==> src/hw/rtl/rrcc_pkg.sv <==
package rrcc_pkg;

	localparam logic [1:0] KIND_CLEAR = 2'd0;
	localparam logic [1:0] KIND_ADD   = 2'd1;
	localparam logic [1:0] KIND_CHECK = 2'd2;

	localparam logic [2:0] VERDICT_COVERED   = 3'd0;
	localparam logic [2:0] VERDICT_WRONG_VIS = 3'd1;
	localparam logic [2:0] VERDICT_PARTIAL   = 3'd2;
	localparam logic [2:0] VERDICT_NONE      = 3'd3;
	localparam logic [2:0] VERDICT_SKIPPED   = 3'd4;
	localparam logic [2:0] VERDICT_STORED    = 3'd5;
	localparam logic [2:0] VERDICT_FULL      = 3'd6;

	localparam logic [2:0]  CLASS_UNKNOWN = 3'd4;
	localparam logic [3:0]  STAGE_NO_FILTER = 4'd8;
	localparam logic [3:0]  STAGE_RESET = 4'd8;
	localparam logic [31:0] REG_TOP = 32'hFFFF_FFFF;

	localparam int IN_DATA_W  = 104;
	localparam int OUT_DATA_W = 16;

	typedef enum logic [1:0] {
		ST_IDLE,
		ST_WALK,
		ST_DRAIN,
		ST_FINISH
	} state_t;

	typedef struct packed {
		logic load;
		logic step;
		logic commit;
	} cmd_t;

	typedef struct packed {
		logic walk_last;
		logic table_empty;
		logic out_free;
	} sts_t;

	typedef struct packed {
		logic [2:0]  cls;
		logic [31:0] space;
		logic [31:0] first;
		logic [31:0] last;
		logic [2:0]  vis;
	} entry_t;

endpackage

==> src/hw/rtl/rrcc_ctrl.sv <==
module rrcc_ctrl (
	input  logic             clk,
	input  logic             arst_n,
	input  logic             s_tvalid,
	input  logic [1:0]       in_kind,
	input  logic             in_reserved,
	input  rrcc_pkg::sts_t   sts,
	output logic             s_tready,
	output rrcc_pkg::cmd_t   cmd
);

	rrcc_pkg::state_t state_q;
	rrcc_pkg::state_t state_d;

	always_ff @(posedge clk or negedge arst_n) begin
		if (!arst_n) begin
			state_q <= rrcc_pkg::ST_IDLE;
		end else begin
			state_q <= state_d;
		end
	end

	always_comb begin
		state_d = state_q;
		case (state_q)
			rrcc_pkg::ST_IDLE: begin
				if (s_tvalid) begin
					if (in_kind == rrcc_pkg::KIND_CHECK) begin
						// A skipped resource or an empty table needs no walk.
						if (in_reserved || sts.table_empty) begin
							state_d = rrcc_pkg::ST_FINISH;
						end else begin
							state_d = rrcc_pkg::ST_WALK;
						end
					end else if (in_kind == rrcc_pkg::KIND_CLEAR ||
						in_kind == rrcc_pkg::KIND_ADD) begin
						state_d = rrcc_pkg::ST_FINISH;
					end
				end
			end
			rrcc_pkg::ST_WALK: begin
				if (sts.walk_last) begin
					state_d = rrcc_pkg::ST_DRAIN;
				end
			end
			rrcc_pkg::ST_DRAIN: begin
				state_d = rrcc_pkg::ST_FINISH;
			end
			rrcc_pkg::ST_FINISH: begin
				if (sts.out_free) begin
					state_d = rrcc_pkg::ST_IDLE;
				end
			end
			default: begin
				state_d = rrcc_pkg::ST_IDLE;
			end
		endcase
	end

	always_comb begin
		s_tready   = (state_q == rrcc_pkg::ST_IDLE);
		cmd.load   = (state_q == rrcc_pkg::ST_IDLE) && s_tvalid;
		cmd.step   = (state_q == rrcc_pkg::ST_WALK);
		cmd.commit = (state_q == rrcc_pkg::ST_FINISH) && sts.out_free;
	end

endmodule

==> src/hw/rtl/rrcc_dp.sv <==
module rrcc_dp #(
	parameter int MAX_ENTRIES = 16
) (
	input  logic                              clk,
	input  logic                              arst_n,
	input  logic                              cfg_wen,
	input  logic [3:0]                        cfg_wdata,
	input  logic [rrcc_pkg::IN_DATA_W-1:0]    in_data,
	input  logic [1:0]                        in_kind,
	input  rrcc_pkg::cmd_t                    cmd,
	output rrcc_pkg::sts_t                    sts,
	output logic                              m_tvalid,
	input  logic                              m_tready,
	output logic [rrcc_pkg::OUT_DATA_W-1:0]   m_tdata
);

	localparam int IW = (MAX_ENTRIES > 1) ? $clog2(MAX_ENTRIES) : 1;
	localparam int CW = $clog2(MAX_ENTRIES + 1);

	// Fields of the incoming item.
	logic [2:0]  in_cls;
	logic [31:0] in_space;
	logic [31:0] in_first;
	logic [31:0] in_count;
	logic        in_open;
	logic [2:0]  in_vis;
	logic        in_rsv;
	logic [32:0] in_sum;
	logic [31:0] in_last;

	assign in_cls   = in_data[2:0];
	assign in_space = in_data[34:3];
	assign in_first = in_data[66:35];
	assign in_count = in_data[98:67];
	assign in_open  = in_data[99];
	assign in_vis   = in_data[102:100];
	assign in_rsv   = in_data[103];

	// Last register, saturating at the top of the register range.
	assign in_sum = {1'b0, in_first} + {1'b0, in_count} - 33'd1;
	always_comb begin
		if (in_open) begin
			in_last = rrcc_pkg::REG_TOP;
		end else if (in_count == 32'd0) begin
			in_last = in_first;
		end else if (in_sum[32]) begin
			in_last = rrcc_pkg::REG_TOP;
		end else begin
			in_last = in_sum[31:0];
		end
	end

	// Latched item.
	logic [1:0]  kind_q;
	logic [2:0]  cls_q;
	logic [31:0] space_q;
	logic [31:0] first_q;
	logic [31:0] last_q;
	logic        open_q;
	logic [2:0]  vis_q;
	logic        rsv_q;

	always_ff @(posedge clk) begin
		if (cmd.load) begin
			kind_q  <= in_kind;
			cls_q   <= (in_cls > rrcc_pkg::CLASS_UNKNOWN) ? rrcc_pkg::CLASS_UNKNOWN : in_cls;
			space_q <= in_space;
			first_q <= in_first;
			last_q  <= in_last;
			open_q  <= in_open;
			vis_q   <= in_vis;
			rsv_q   <= in_rsv;
		end
	end

	// Provider table and its walk.
	rrcc_pkg::entry_t table_mem [MAX_ENTRIES];
	rrcc_pkg::entry_t rd_s1;
	rrcc_pkg::entry_t wr_entry;
	logic             rd_v_s1;
	logic [IW-1:0]    idx_q;
	logic [CW-1:0]    count_q;
	logic             bad_q;
	logic [3:0]       stage_q;
	logic             good_q;
	logic             wrong_q;
	logic             part_q;
	logic             m_valid_q;
	logic [2:0]       verdict_q;
	logic             wr_en;
	logic             table_full;
	logic             set_bad;
	logic [2:0]       verdict_d;

	assign wr_entry.cls   = cls_q;
	assign wr_entry.space = space_q;
	assign wr_entry.first = first_q;
	assign wr_entry.last  = last_q;
	assign wr_entry.vis   = vis_q;

	always_ff @(posedge clk) begin
		if (wr_en) begin
			table_mem[count_q[IW-1:0]] <= wr_entry;
		end
		if (cmd.step) begin
			rd_s1 <= table_mem[idx_q];
		end
	end

	always_ff @(posedge clk or negedge arst_n) begin
		if (!arst_n) begin
			idx_q   <= '0;
			rd_v_s1 <= 1'b0;
		end else begin
			rd_v_s1 <= cmd.step;
			if (cmd.load) begin
				idx_q <= '0;
			end else if (cmd.step) begin
				idx_q <= idx_q + IW'(1);
			end
		end
	end

	// Compare one table entry against the latched resource.
	logic [31:0] cend;
	logic        hit;
	logic        covered;
	logic        overlap;
	logic        vis_ok;

	assign cend    = open_q ? first_q : last_q;
	assign hit     = (rd_s1.cls == cls_q) && (rd_s1.space == space_q);
	assign covered = (rd_s1.first <= first_q) && (rd_s1.last >= cend);
	assign overlap = !open_q && !covered && (rd_s1.first <= cend) && (first_q <= rd_s1.last);
	assign vis_ok  = (stage_q >= rrcc_pkg::STAGE_NO_FILTER) || (rd_s1.vis == 3'd0) ||
		({1'b0, rd_s1.vis} == stage_q);

	always_ff @(posedge clk or negedge arst_n) begin
		if (!arst_n) begin
			good_q  <= 1'b0;
			wrong_q <= 1'b0;
			part_q  <= 1'b0;
		end else if (cmd.load) begin
			good_q  <= 1'b0;
			wrong_q <= 1'b0;
			part_q  <= 1'b0;
		end else if (rd_v_s1 && hit) begin
			good_q  <= good_q | (covered & vis_ok);
			wrong_q <= wrong_q | (covered & ~vis_ok);
			part_q  <= part_q | overlap;
		end
	end

	assign table_full = (count_q == CW'(MAX_ENTRIES));

	always_comb begin
		verdict_d = rrcc_pkg::VERDICT_STORED;
		wr_en     = 1'b0;
		set_bad   = 1'b0;
		case (kind_q)
			rrcc_pkg::KIND_ADD: begin
				if (table_full) begin
					verdict_d = rrcc_pkg::VERDICT_FULL;
				end else begin
					wr_en = cmd.commit;
				end
			end
			rrcc_pkg::KIND_CHECK: begin
				if (rsv_q) begin
					verdict_d = rrcc_pkg::VERDICT_SKIPPED;
				end else if (good_q) begin
					verdict_d = rrcc_pkg::VERDICT_COVERED;
				end else begin
					set_bad = cmd.commit;
					if (wrong_q) begin
						verdict_d = rrcc_pkg::VERDICT_WRONG_VIS;
					end else if (part_q) begin
						verdict_d = rrcc_pkg::VERDICT_PARTIAL;
					end else begin
						verdict_d = rrcc_pkg::VERDICT_NONE;
					end
				end
			end
			default: begin
				verdict_d = rrcc_pkg::VERDICT_STORED;
			end
		endcase
	end

	always_ff @(posedge clk or negedge arst_n) begin
		if (!arst_n) begin
			count_q   <= '0;
			bad_q     <= 1'b0;
			stage_q   <= rrcc_pkg::STAGE_RESET;
			m_valid_q <= 1'b0;
		end else begin
			if (cfg_wen) begin
				stage_q <= cfg_wdata;
			end
			if (cmd.commit && kind_q == rrcc_pkg::KIND_CLEAR) begin
				count_q <= '0;
				bad_q   <= 1'b0;
			end else begin
				if (wr_en) begin
					count_q <= count_q + CW'(1);
				end
				if (set_bad) begin
					bad_q <= 1'b1;
				end
			end
			if (cmd.commit) begin
				m_valid_q <= 1'b1;
			end else if (m_tready) begin
				m_valid_q <= 1'b0;
			end
		end
	end

	always_ff @(posedge clk) begin
		if (cmd.commit) begin
			verdict_q <= verdict_d;
		end
	end

	// Count and flag change only on a commit, so they stay valid for the waiting item.
	logic [CW+4:0] count_ext;
	assign count_ext = {5'd0, count_q};

	assign m_tvalid = m_valid_q;
	assign m_tdata  = {7'd0, count_ext[4:0], bad_q, verdict_q};

	assign sts.walk_last   = ((CW'(idx_q) + CW'(1)) == count_q);
	assign sts.table_empty = (count_q == '0);
	assign sts.out_free    = !m_valid_q || m_tready;

	a_count_bound: assert property (@(posedge clk) disable iff (!arst_n)
		count_q <= CW'(MAX_ENTRIES))
		else $error("provider count beyond table depth");

	a_commit_free: assert property (@(posedge clk) disable iff (!arst_n)
		cmd.commit |-> (!m_valid_q || m_tready))
		else $error("result overwritten before it was taken");

	a_clear_empties: assert property (@(posedge clk) disable iff (!arst_n)
		cmd.commit && kind_q == rrcc_pkg::KIND_CLEAR |=> count_q == '0 && !bad_q)
		else $error("clear left table or flag set");

	a_covered_keeps_flag: assert property (@(posedge clk) disable iff (!arst_n)
		cmd.commit && kind_q == rrcc_pkg::KIND_CHECK && good_q |=> bad_q == $past(bad_q))
		else $error("covered resource changed the incompatible flag");

endmodule

==> src/hw/rtl/register_range_coverage_check.sv <==
// One item at a time. Clear, add, skipped checks and checks of an empty table go from
// acceptance straight to the finish state; other checks first walk the N providers
// held, then drain. Finish loads the result once any earlier one is taken; the next
// item is taken the cycle after, even while that result still waits.
// Reset empties the provider count, clears the incompatible flag and sets the stage
// register to 8; table contents are not cleared and hold nothing valid.
module register_range_coverage_check #(
	parameter int MAX_ENTRIES = 16
) (
	input  logic         clk,
	input  logic         arst_n,
	input  logic         cfg_wen,
	input  logic [3:0]   cfg_wdata,   // stage visibility code
	input  logic         s_tvalid,
	output logic         s_tready,
	// reg_class, reg_space, first_register, reg_count, open_ended, visibility,
	// reserved_space
	input  logic [103:0] s_tdata,
	input  logic [1:0]   s_tuser,     // kind
	output logic         m_tvalid,
	input  logic         m_tready,
	output logic [15:0]  m_tdata      // verdict, incompatible flag, entries_held
);

	rrcc_pkg::cmd_t cmd;
	rrcc_pkg::sts_t sts;

	rrcc_ctrl u_ctrl (
		.clk         (clk),
		.arst_n      (arst_n),
		.s_tvalid    (s_tvalid),
		.in_kind     (s_tuser),
		.in_reserved (s_tdata[103]),
		.sts         (sts),
		.s_tready    (s_tready),
		.cmd         (cmd)
	);

	rrcc_dp #(
		.MAX_ENTRIES (MAX_ENTRIES)
	) u_dp (
		.clk       (clk),
		.arst_n    (arst_n),
		.cfg_wen   (cfg_wen),
		.cfg_wdata (cfg_wdata),
		.in_data   (s_tdata),
		.in_kind   (s_tuser),
		.cmd       (cmd),
		.sts       (sts),
		.m_tvalid  (m_tvalid),
		.m_tready  (m_tready),
		.m_tdata   (m_tdata)
	);

endmodule

==> config.mk <==
export PLATFORM = sky130hd
export DESIGN_NAME = register_range_coverage_check
export DESIGN_NICKNAME = d
export VERILOG_FILES = /design/src/hw/rtl/rrcc_pkg.sv /design/src/hw/rtl/rrcc_ctrl.sv /design/src/hw/rtl/rrcc_dp.sv /design/src/hw/rtl/register_range_coverage_check.sv
export SDC_FILE = /design/constraint.sdc
export NUM_CORES = 2
export LEC_CHECK = 0
export BUFFER_PORTS_ARGS = -buffer_cell sky130_fd_sc_hd__buf_4
export CAP_MARGIN = 25
export CORE_AREA = 2 2 417 419
export CTS_CLUSTER_DIAMETER = 120
export DETAILED_ROUTE_END_ITERATION = 16
export DIE_AREA = 0 0 419 421
export PLACE_DENSITY_LB_ADDON = 0.2
export SYNTH_ARGS = -nofsm -noshare
export SYNTH_HDL_FRONTEND = slang
export SYNTH_SLANG_ARGS = --single-unit
==> constraint.sdc <==
create_clock -name clk -period 10.6 [get_ports clk]
set_input_delay 2.12 -clock clk [delete_from_list [all_inputs] [get_ports clk]]
set_output_delay 2.12 -clock clk [all_outputs]
set_load 0.02 [all_outputs]
; ---- Word level (Yosys, flattened, before mapping)
; Memories as Yosys holds them, arrays and structs flattened. A register that Yosys moved wholly into a read port is not among the register bits.
; Index checks and enable logic that the tools add are counted.
[word_totals]
ram_bits = 1632
n_memories = 1
out_inout_bits = 18
register_bits = 130
in_bits = 115
[op_classes]
eq_ne = 16
addsub = 5
n_mux = 37
reduce_logical = 29
order_cmp = 6
bitwise_logic = 6
[memory_table]
columns = name, depth, word_bits, read_ports, rd_clocked_by_memory_dff, write_ports, line
row1 = u_dp.table_mem, 16, 102, 1, 1, 1, rrcc_dp.sv:77  ; rrcc_pkg::entry_t table_mem [MAX_ENTRIES];
[ops]
columns = cell, n
row1 = 32-bit <= comparator, 3
row2 = 32-bit 2-to-1 mux, 3
row3 = 32-bit by 32-bit adder with 33-bit output, 1
row4 = 33-bit by 1-bit subtractor with 33-bit output (second input constant), 1
row5 = 32-bit == test, 1
row6 = 32-bit >= comparator, 1
row7 = 32-bit zero test, 1
row8 = 1-bit 2-to-1 mux, 18
row9 = 2-bit 2-to-1 mux, 7
row10 = 5-bit 2-to-1 mux, 2
row11 = 2-bit nonzero test, 5
row12 = 1-bit logical AND, 9
row13 = 3-bit 2-to-1 mux, 3
row14 = 2-bit == test (second input constant), 4
row15 = 4-bit 2-to-1 mux, 2
row16 = 2-bit one-hot mux with 4 select lines, 1
row17 = 2-bit by 1-bit == test with 1-bit output (second input constant), 3
row18 = 2-bit zero test, 3
row19 = 3-bit one-hot mux with 2 select lines, 1
row20 = 4-bit by 1-bit adder with 5-bit output (second input constant), 1
row21 = 5-bit by 1-bit adder with 5-bit output (second input constant), 1
row22 = 5-bit == test, 1
row23 = 5-bit == test (second input constant), 1
row24 = 5-bit zero test, 1
row25 = 15 further kinds, 25

; ---- Longest topological paths before layout
[logic_depth]
ltp_word = 10
depth_mapped = 14

; ---- Modules after synthesis
; From an unflattened synthesis, not the netlist that was laid out.
[unflattened]
hier_cells = 4348
area_unflattened_um2 = 76599.7
[modules_own_cells]
columns = module, instances, seq_area_each_um2, cells_per_inst, area_per_inst_um2
row1 = rrcc_dp, 1, 55819.8, 4325, 76377.0
row2 = rrcc_ctrl, 1, 50.0, 23, 222.7

; ---- Least setup slack after synthesis
; Ideal clock, no wire load.
[synth_path]
path_type = in2reg
startpoint = input port m_tready
endpoint = memory u_dp.table_mem[3][0] (netlist name), enable pin
path_stages = 6
arrival_time_ps = 9918
path_slack_ps = -6
cell_sequence = nand2b_1 > and2_1 > nor2b_1 > clkbuf_1 > nand2_1 > nor3_1
[synth_rtl]
columns = item, line
row1 = "start, declared", register_range_coverage_check.sv:21  ; input logic m_tready,
row2 = "end, declared", rrcc_dp.sv:77

==> results.sh <==
export IMPL_fin_util_pct=50.3
export IMPL_area_growth_pct=12.8
export IMPL_layout_commonest_cell="edfxtp_1"
export IMPL_cts_hold_buf=0
export IMPL_num_vias=40600
export IMPL_die_h_um=421
export IMPL_viasPerCell=5.74
export IMPL_cts_sinks=1864
export IMPL_min_period_ps=5350
export IMPL_grt_overflow=0
export IMPL_worst_slew_pin_transition_ps=1110
export IMPL_core_um2=172000
export IMPL_drive_gt1_share_pct=17.9
export IMPL_die_area_um2=176000
export IMPL_layout_common_cells="1843 x edfxtp_1, 344 x mux2i_1, 238 x o21ai_0"
export IMPL_endpoint_kind="flop"
export IMPL_drt_wirelength_per_cell_um=27.2
export IMPL_rsz0062_at_grt="false"
export IMPL_ys_ff_latch=1864
export IMPL_cts_setup_buffers=0
export IMPL_register_area_um2=55900
export IMPL_hold_path_class="flop to flop"
export IMPL_leakagePower_nw=29.2
export IMPL_maxSlewViolCount=0
export IMPL_hold_violations=0
export IMPL_cp_start_kind="primary input"
export IMPL_seqPwrFrac_pct=54.4
export IMPL_ys_warn_count=0
export IMPL_synthDistinctLibCells=82
export IMPL_antenna_found_initial=8
export IMPL_setup_viol=0
export IMPL_fill_cells=14100
export IMPL_ant_nets=0
export IMPL_synth_edff_count=1843
export IMPL_peakVddDrop_uv=178
export IMPL_hpwlAfterDp_um=108000
export IMPL_htree_levels=4
export IMPL_finalCritPeriodShare_pct=50.5
export IMPL_grt_pass1_vias=40900
export IMPL_start_util_pct=44.5
export IMPL_power_share_clock_pct=43.5
export IMPL_firstDrtPassIters=5
export IMPL_grt_max_degree=146
export IMPL_cts_made_buffers=182
export IMPL_clk_latency_ps=830
export IMPL_ys_flop_type="edfxtp_1"
export IMPL_cp_data_required_time_ps=11030
export IMPL_switchingPower_mw=2.91
export IMPL_ctsResizeCount=0
export IMPL_fmax_mhz=187
export IMPL_multi_input_area_um2=19500
export IMPL_rows=153
export IMPL_skew_ps=31.0
export IMPL_cp_max_fo=50
export IMPL_power_density_nw_per_um2=169
export IMPL_clk_pin_slew_worst_paths_ps=60
export IMPL_root_buffer="clkbuf_16"
export IMPL_setup_tns_ps=0
export IMPL_finish_net_count=4913
export IMPL_pre_cts_ws_ps=4360
export IMPL_cts_tree="done"
export IMPL_worstSetupPathType="primary input to flop"
export IMPL_fin_ws_ps=5250
export IMPL_ios=133
export IMPL_grt_use_total_pct=21.8
export IMPL_wl_um=192000
export IMPL_drc=0
export IMPL_ys_async_sr_fraction_pct=1.13
export IMPL_maxCapViolations=0
export IMPL_p_int_mw=11.8
export IMPL_drt_iter0_markers=4190
export IMPL_switching_share_pct=19.8
export IMPL_syn_avg_cell_area_um2=17.5
export IMPL_clockBufferDepth=3
export IMPL_die_w_um=419
export IMPL_portBuffers=125
export IMPL_relSlewSlack_pct=26.1
export IMPL_syn_inst=4387
export IMPL_status="finished clean"
export IMPL_place_congestion=0.816
export IMPL_p_comb_share_pct=2.1
export IMPL_grt_pass1_wl_um=281000
export IMPL_yosysSeqAreaShare_pct=72.7
export IMPL_crit_arrival_ps=5780
export IMPL_syn_area_um2=76800
==> final cells by class <==
cell class | instances | area share (%)
inverters | 206 | 0.898
clock inverters | 94 | 1.00
clock buffers | 242 | 5.75
flip-flops and latches | 1864 | 64.5
well taps | 2325 | 3.35
multi-input cells | 2116 | 22.5
diodes | 1 | 0.00289
repair buffers | 224 | 2.05
==> worst max-delay path, cell delays in order <==
cell and delay, ps:
buf_4 80, nand2b_1 220, and2_1 280, nor2b_1 490, nand2_1 350, nor2_4 490
buf_4 730, buf_4 890
==> layer usage <==
metal / track usage [%] / part of all wire, %
met5: 0 / 0
met4: 4.89 / 1.6
met3: 3.02 / 5.8
met2: 34.3 / 47
met1: 32.5 / 46
==> registers in the layout (all words and copies together) (netlist names), 4 cells and up <==
name / count
u_dp.table_mem: 1632
u_dp.first_q: 32
u_dp.rd_s1: 102
u_dp.space_q: 32
u_dp.stage_q: 4
u_dp.last_q: 32
u_dp.idx_q: 4
u_dp.count_q: 5
==> cells by family (layout without fill, tap and decap cells) <==
kind of cell,Yosys count,count (layout),synth area share [%]
buffers and inverters,413,766,2.13
muxes,655,655,12.0
AOI/OAI and AO/OA,757,757,6.39
adders and majority gates,204,204,3.33
and+or+nand+nor,422,422,2.60
xor gates and xnor gates,71,71,0.809
other,1,8,0.00488
DFF,1864,1864,72.7
==> metrics by stage <==
step	hold WS, ps	cell area [µm²]	std cells	power (mW)
6_report	504	86700	7072	14.7
5_1_grt	538	86700	7071	15.1
4_1_cts	495	86700	7070	14.8
3_5_place_dp	483	80800	6734	8.45
3_3_place_gp	479	80800	6733	8.45
2_1_floorplan	441	76900	4393	8.36
==> cell usage after synthesis, types with 103 or more instances <==
library cell / instances / share of area, %
clkbuf_1: 140 / 0.68
a22oi_1: 103 / 1.0
nand2_1: 171 / 0.84
mux2_2: 107 / 1.6
mux2i_1: 344 / 4.5
a21oi_1: 184 / 1.2
mux4_2: 204 / 6.0
edfxtp_1: 1843 / 72
a221oi_1: 106 / 1.2
inv_1: 206 / 1.0
o21ai_0: 238 / 1.6
ha_1: 203 / 3.3
==> path summary, 6_finish.rpt <==
path | startpoint | to | slack, ps | cells past startpoint
worst max-delay path | m_tready | u_dp.table_mem[12][89] | 5250 | 8
worst min-delay path | u_dp.part_q | u_dp.part_q | 500 | 2
worst min register to register | u_dp.part_q | u_dp.part_q | 500 | 2
min in group asynchronous | arst_n | u_dp.m_tvalid | 1190 | 1
worst max register to register | u_dp.count_q[0] | u_dp.table_mem[12][89] | 5880 | 8
max in group asynchronous | arst_n | u_dp.idx_q[2] | 9080 | 1
==> power by group through the flow <==
stage / logic, mW / clock network (mW) / registers [mW]
floorplan: 0.219 / 0 / 8.14
global placement: 0.308 / 0 / 8.14
detailed placement: 0.310 / 0 / 8.14
CTS: 0.311 / 6.49 / 7.98
global route: 0.348 / 6.78 / 7.98
finish: 0.313 / 6.38 / 7.99
Power figures use the tool's default switching activity.
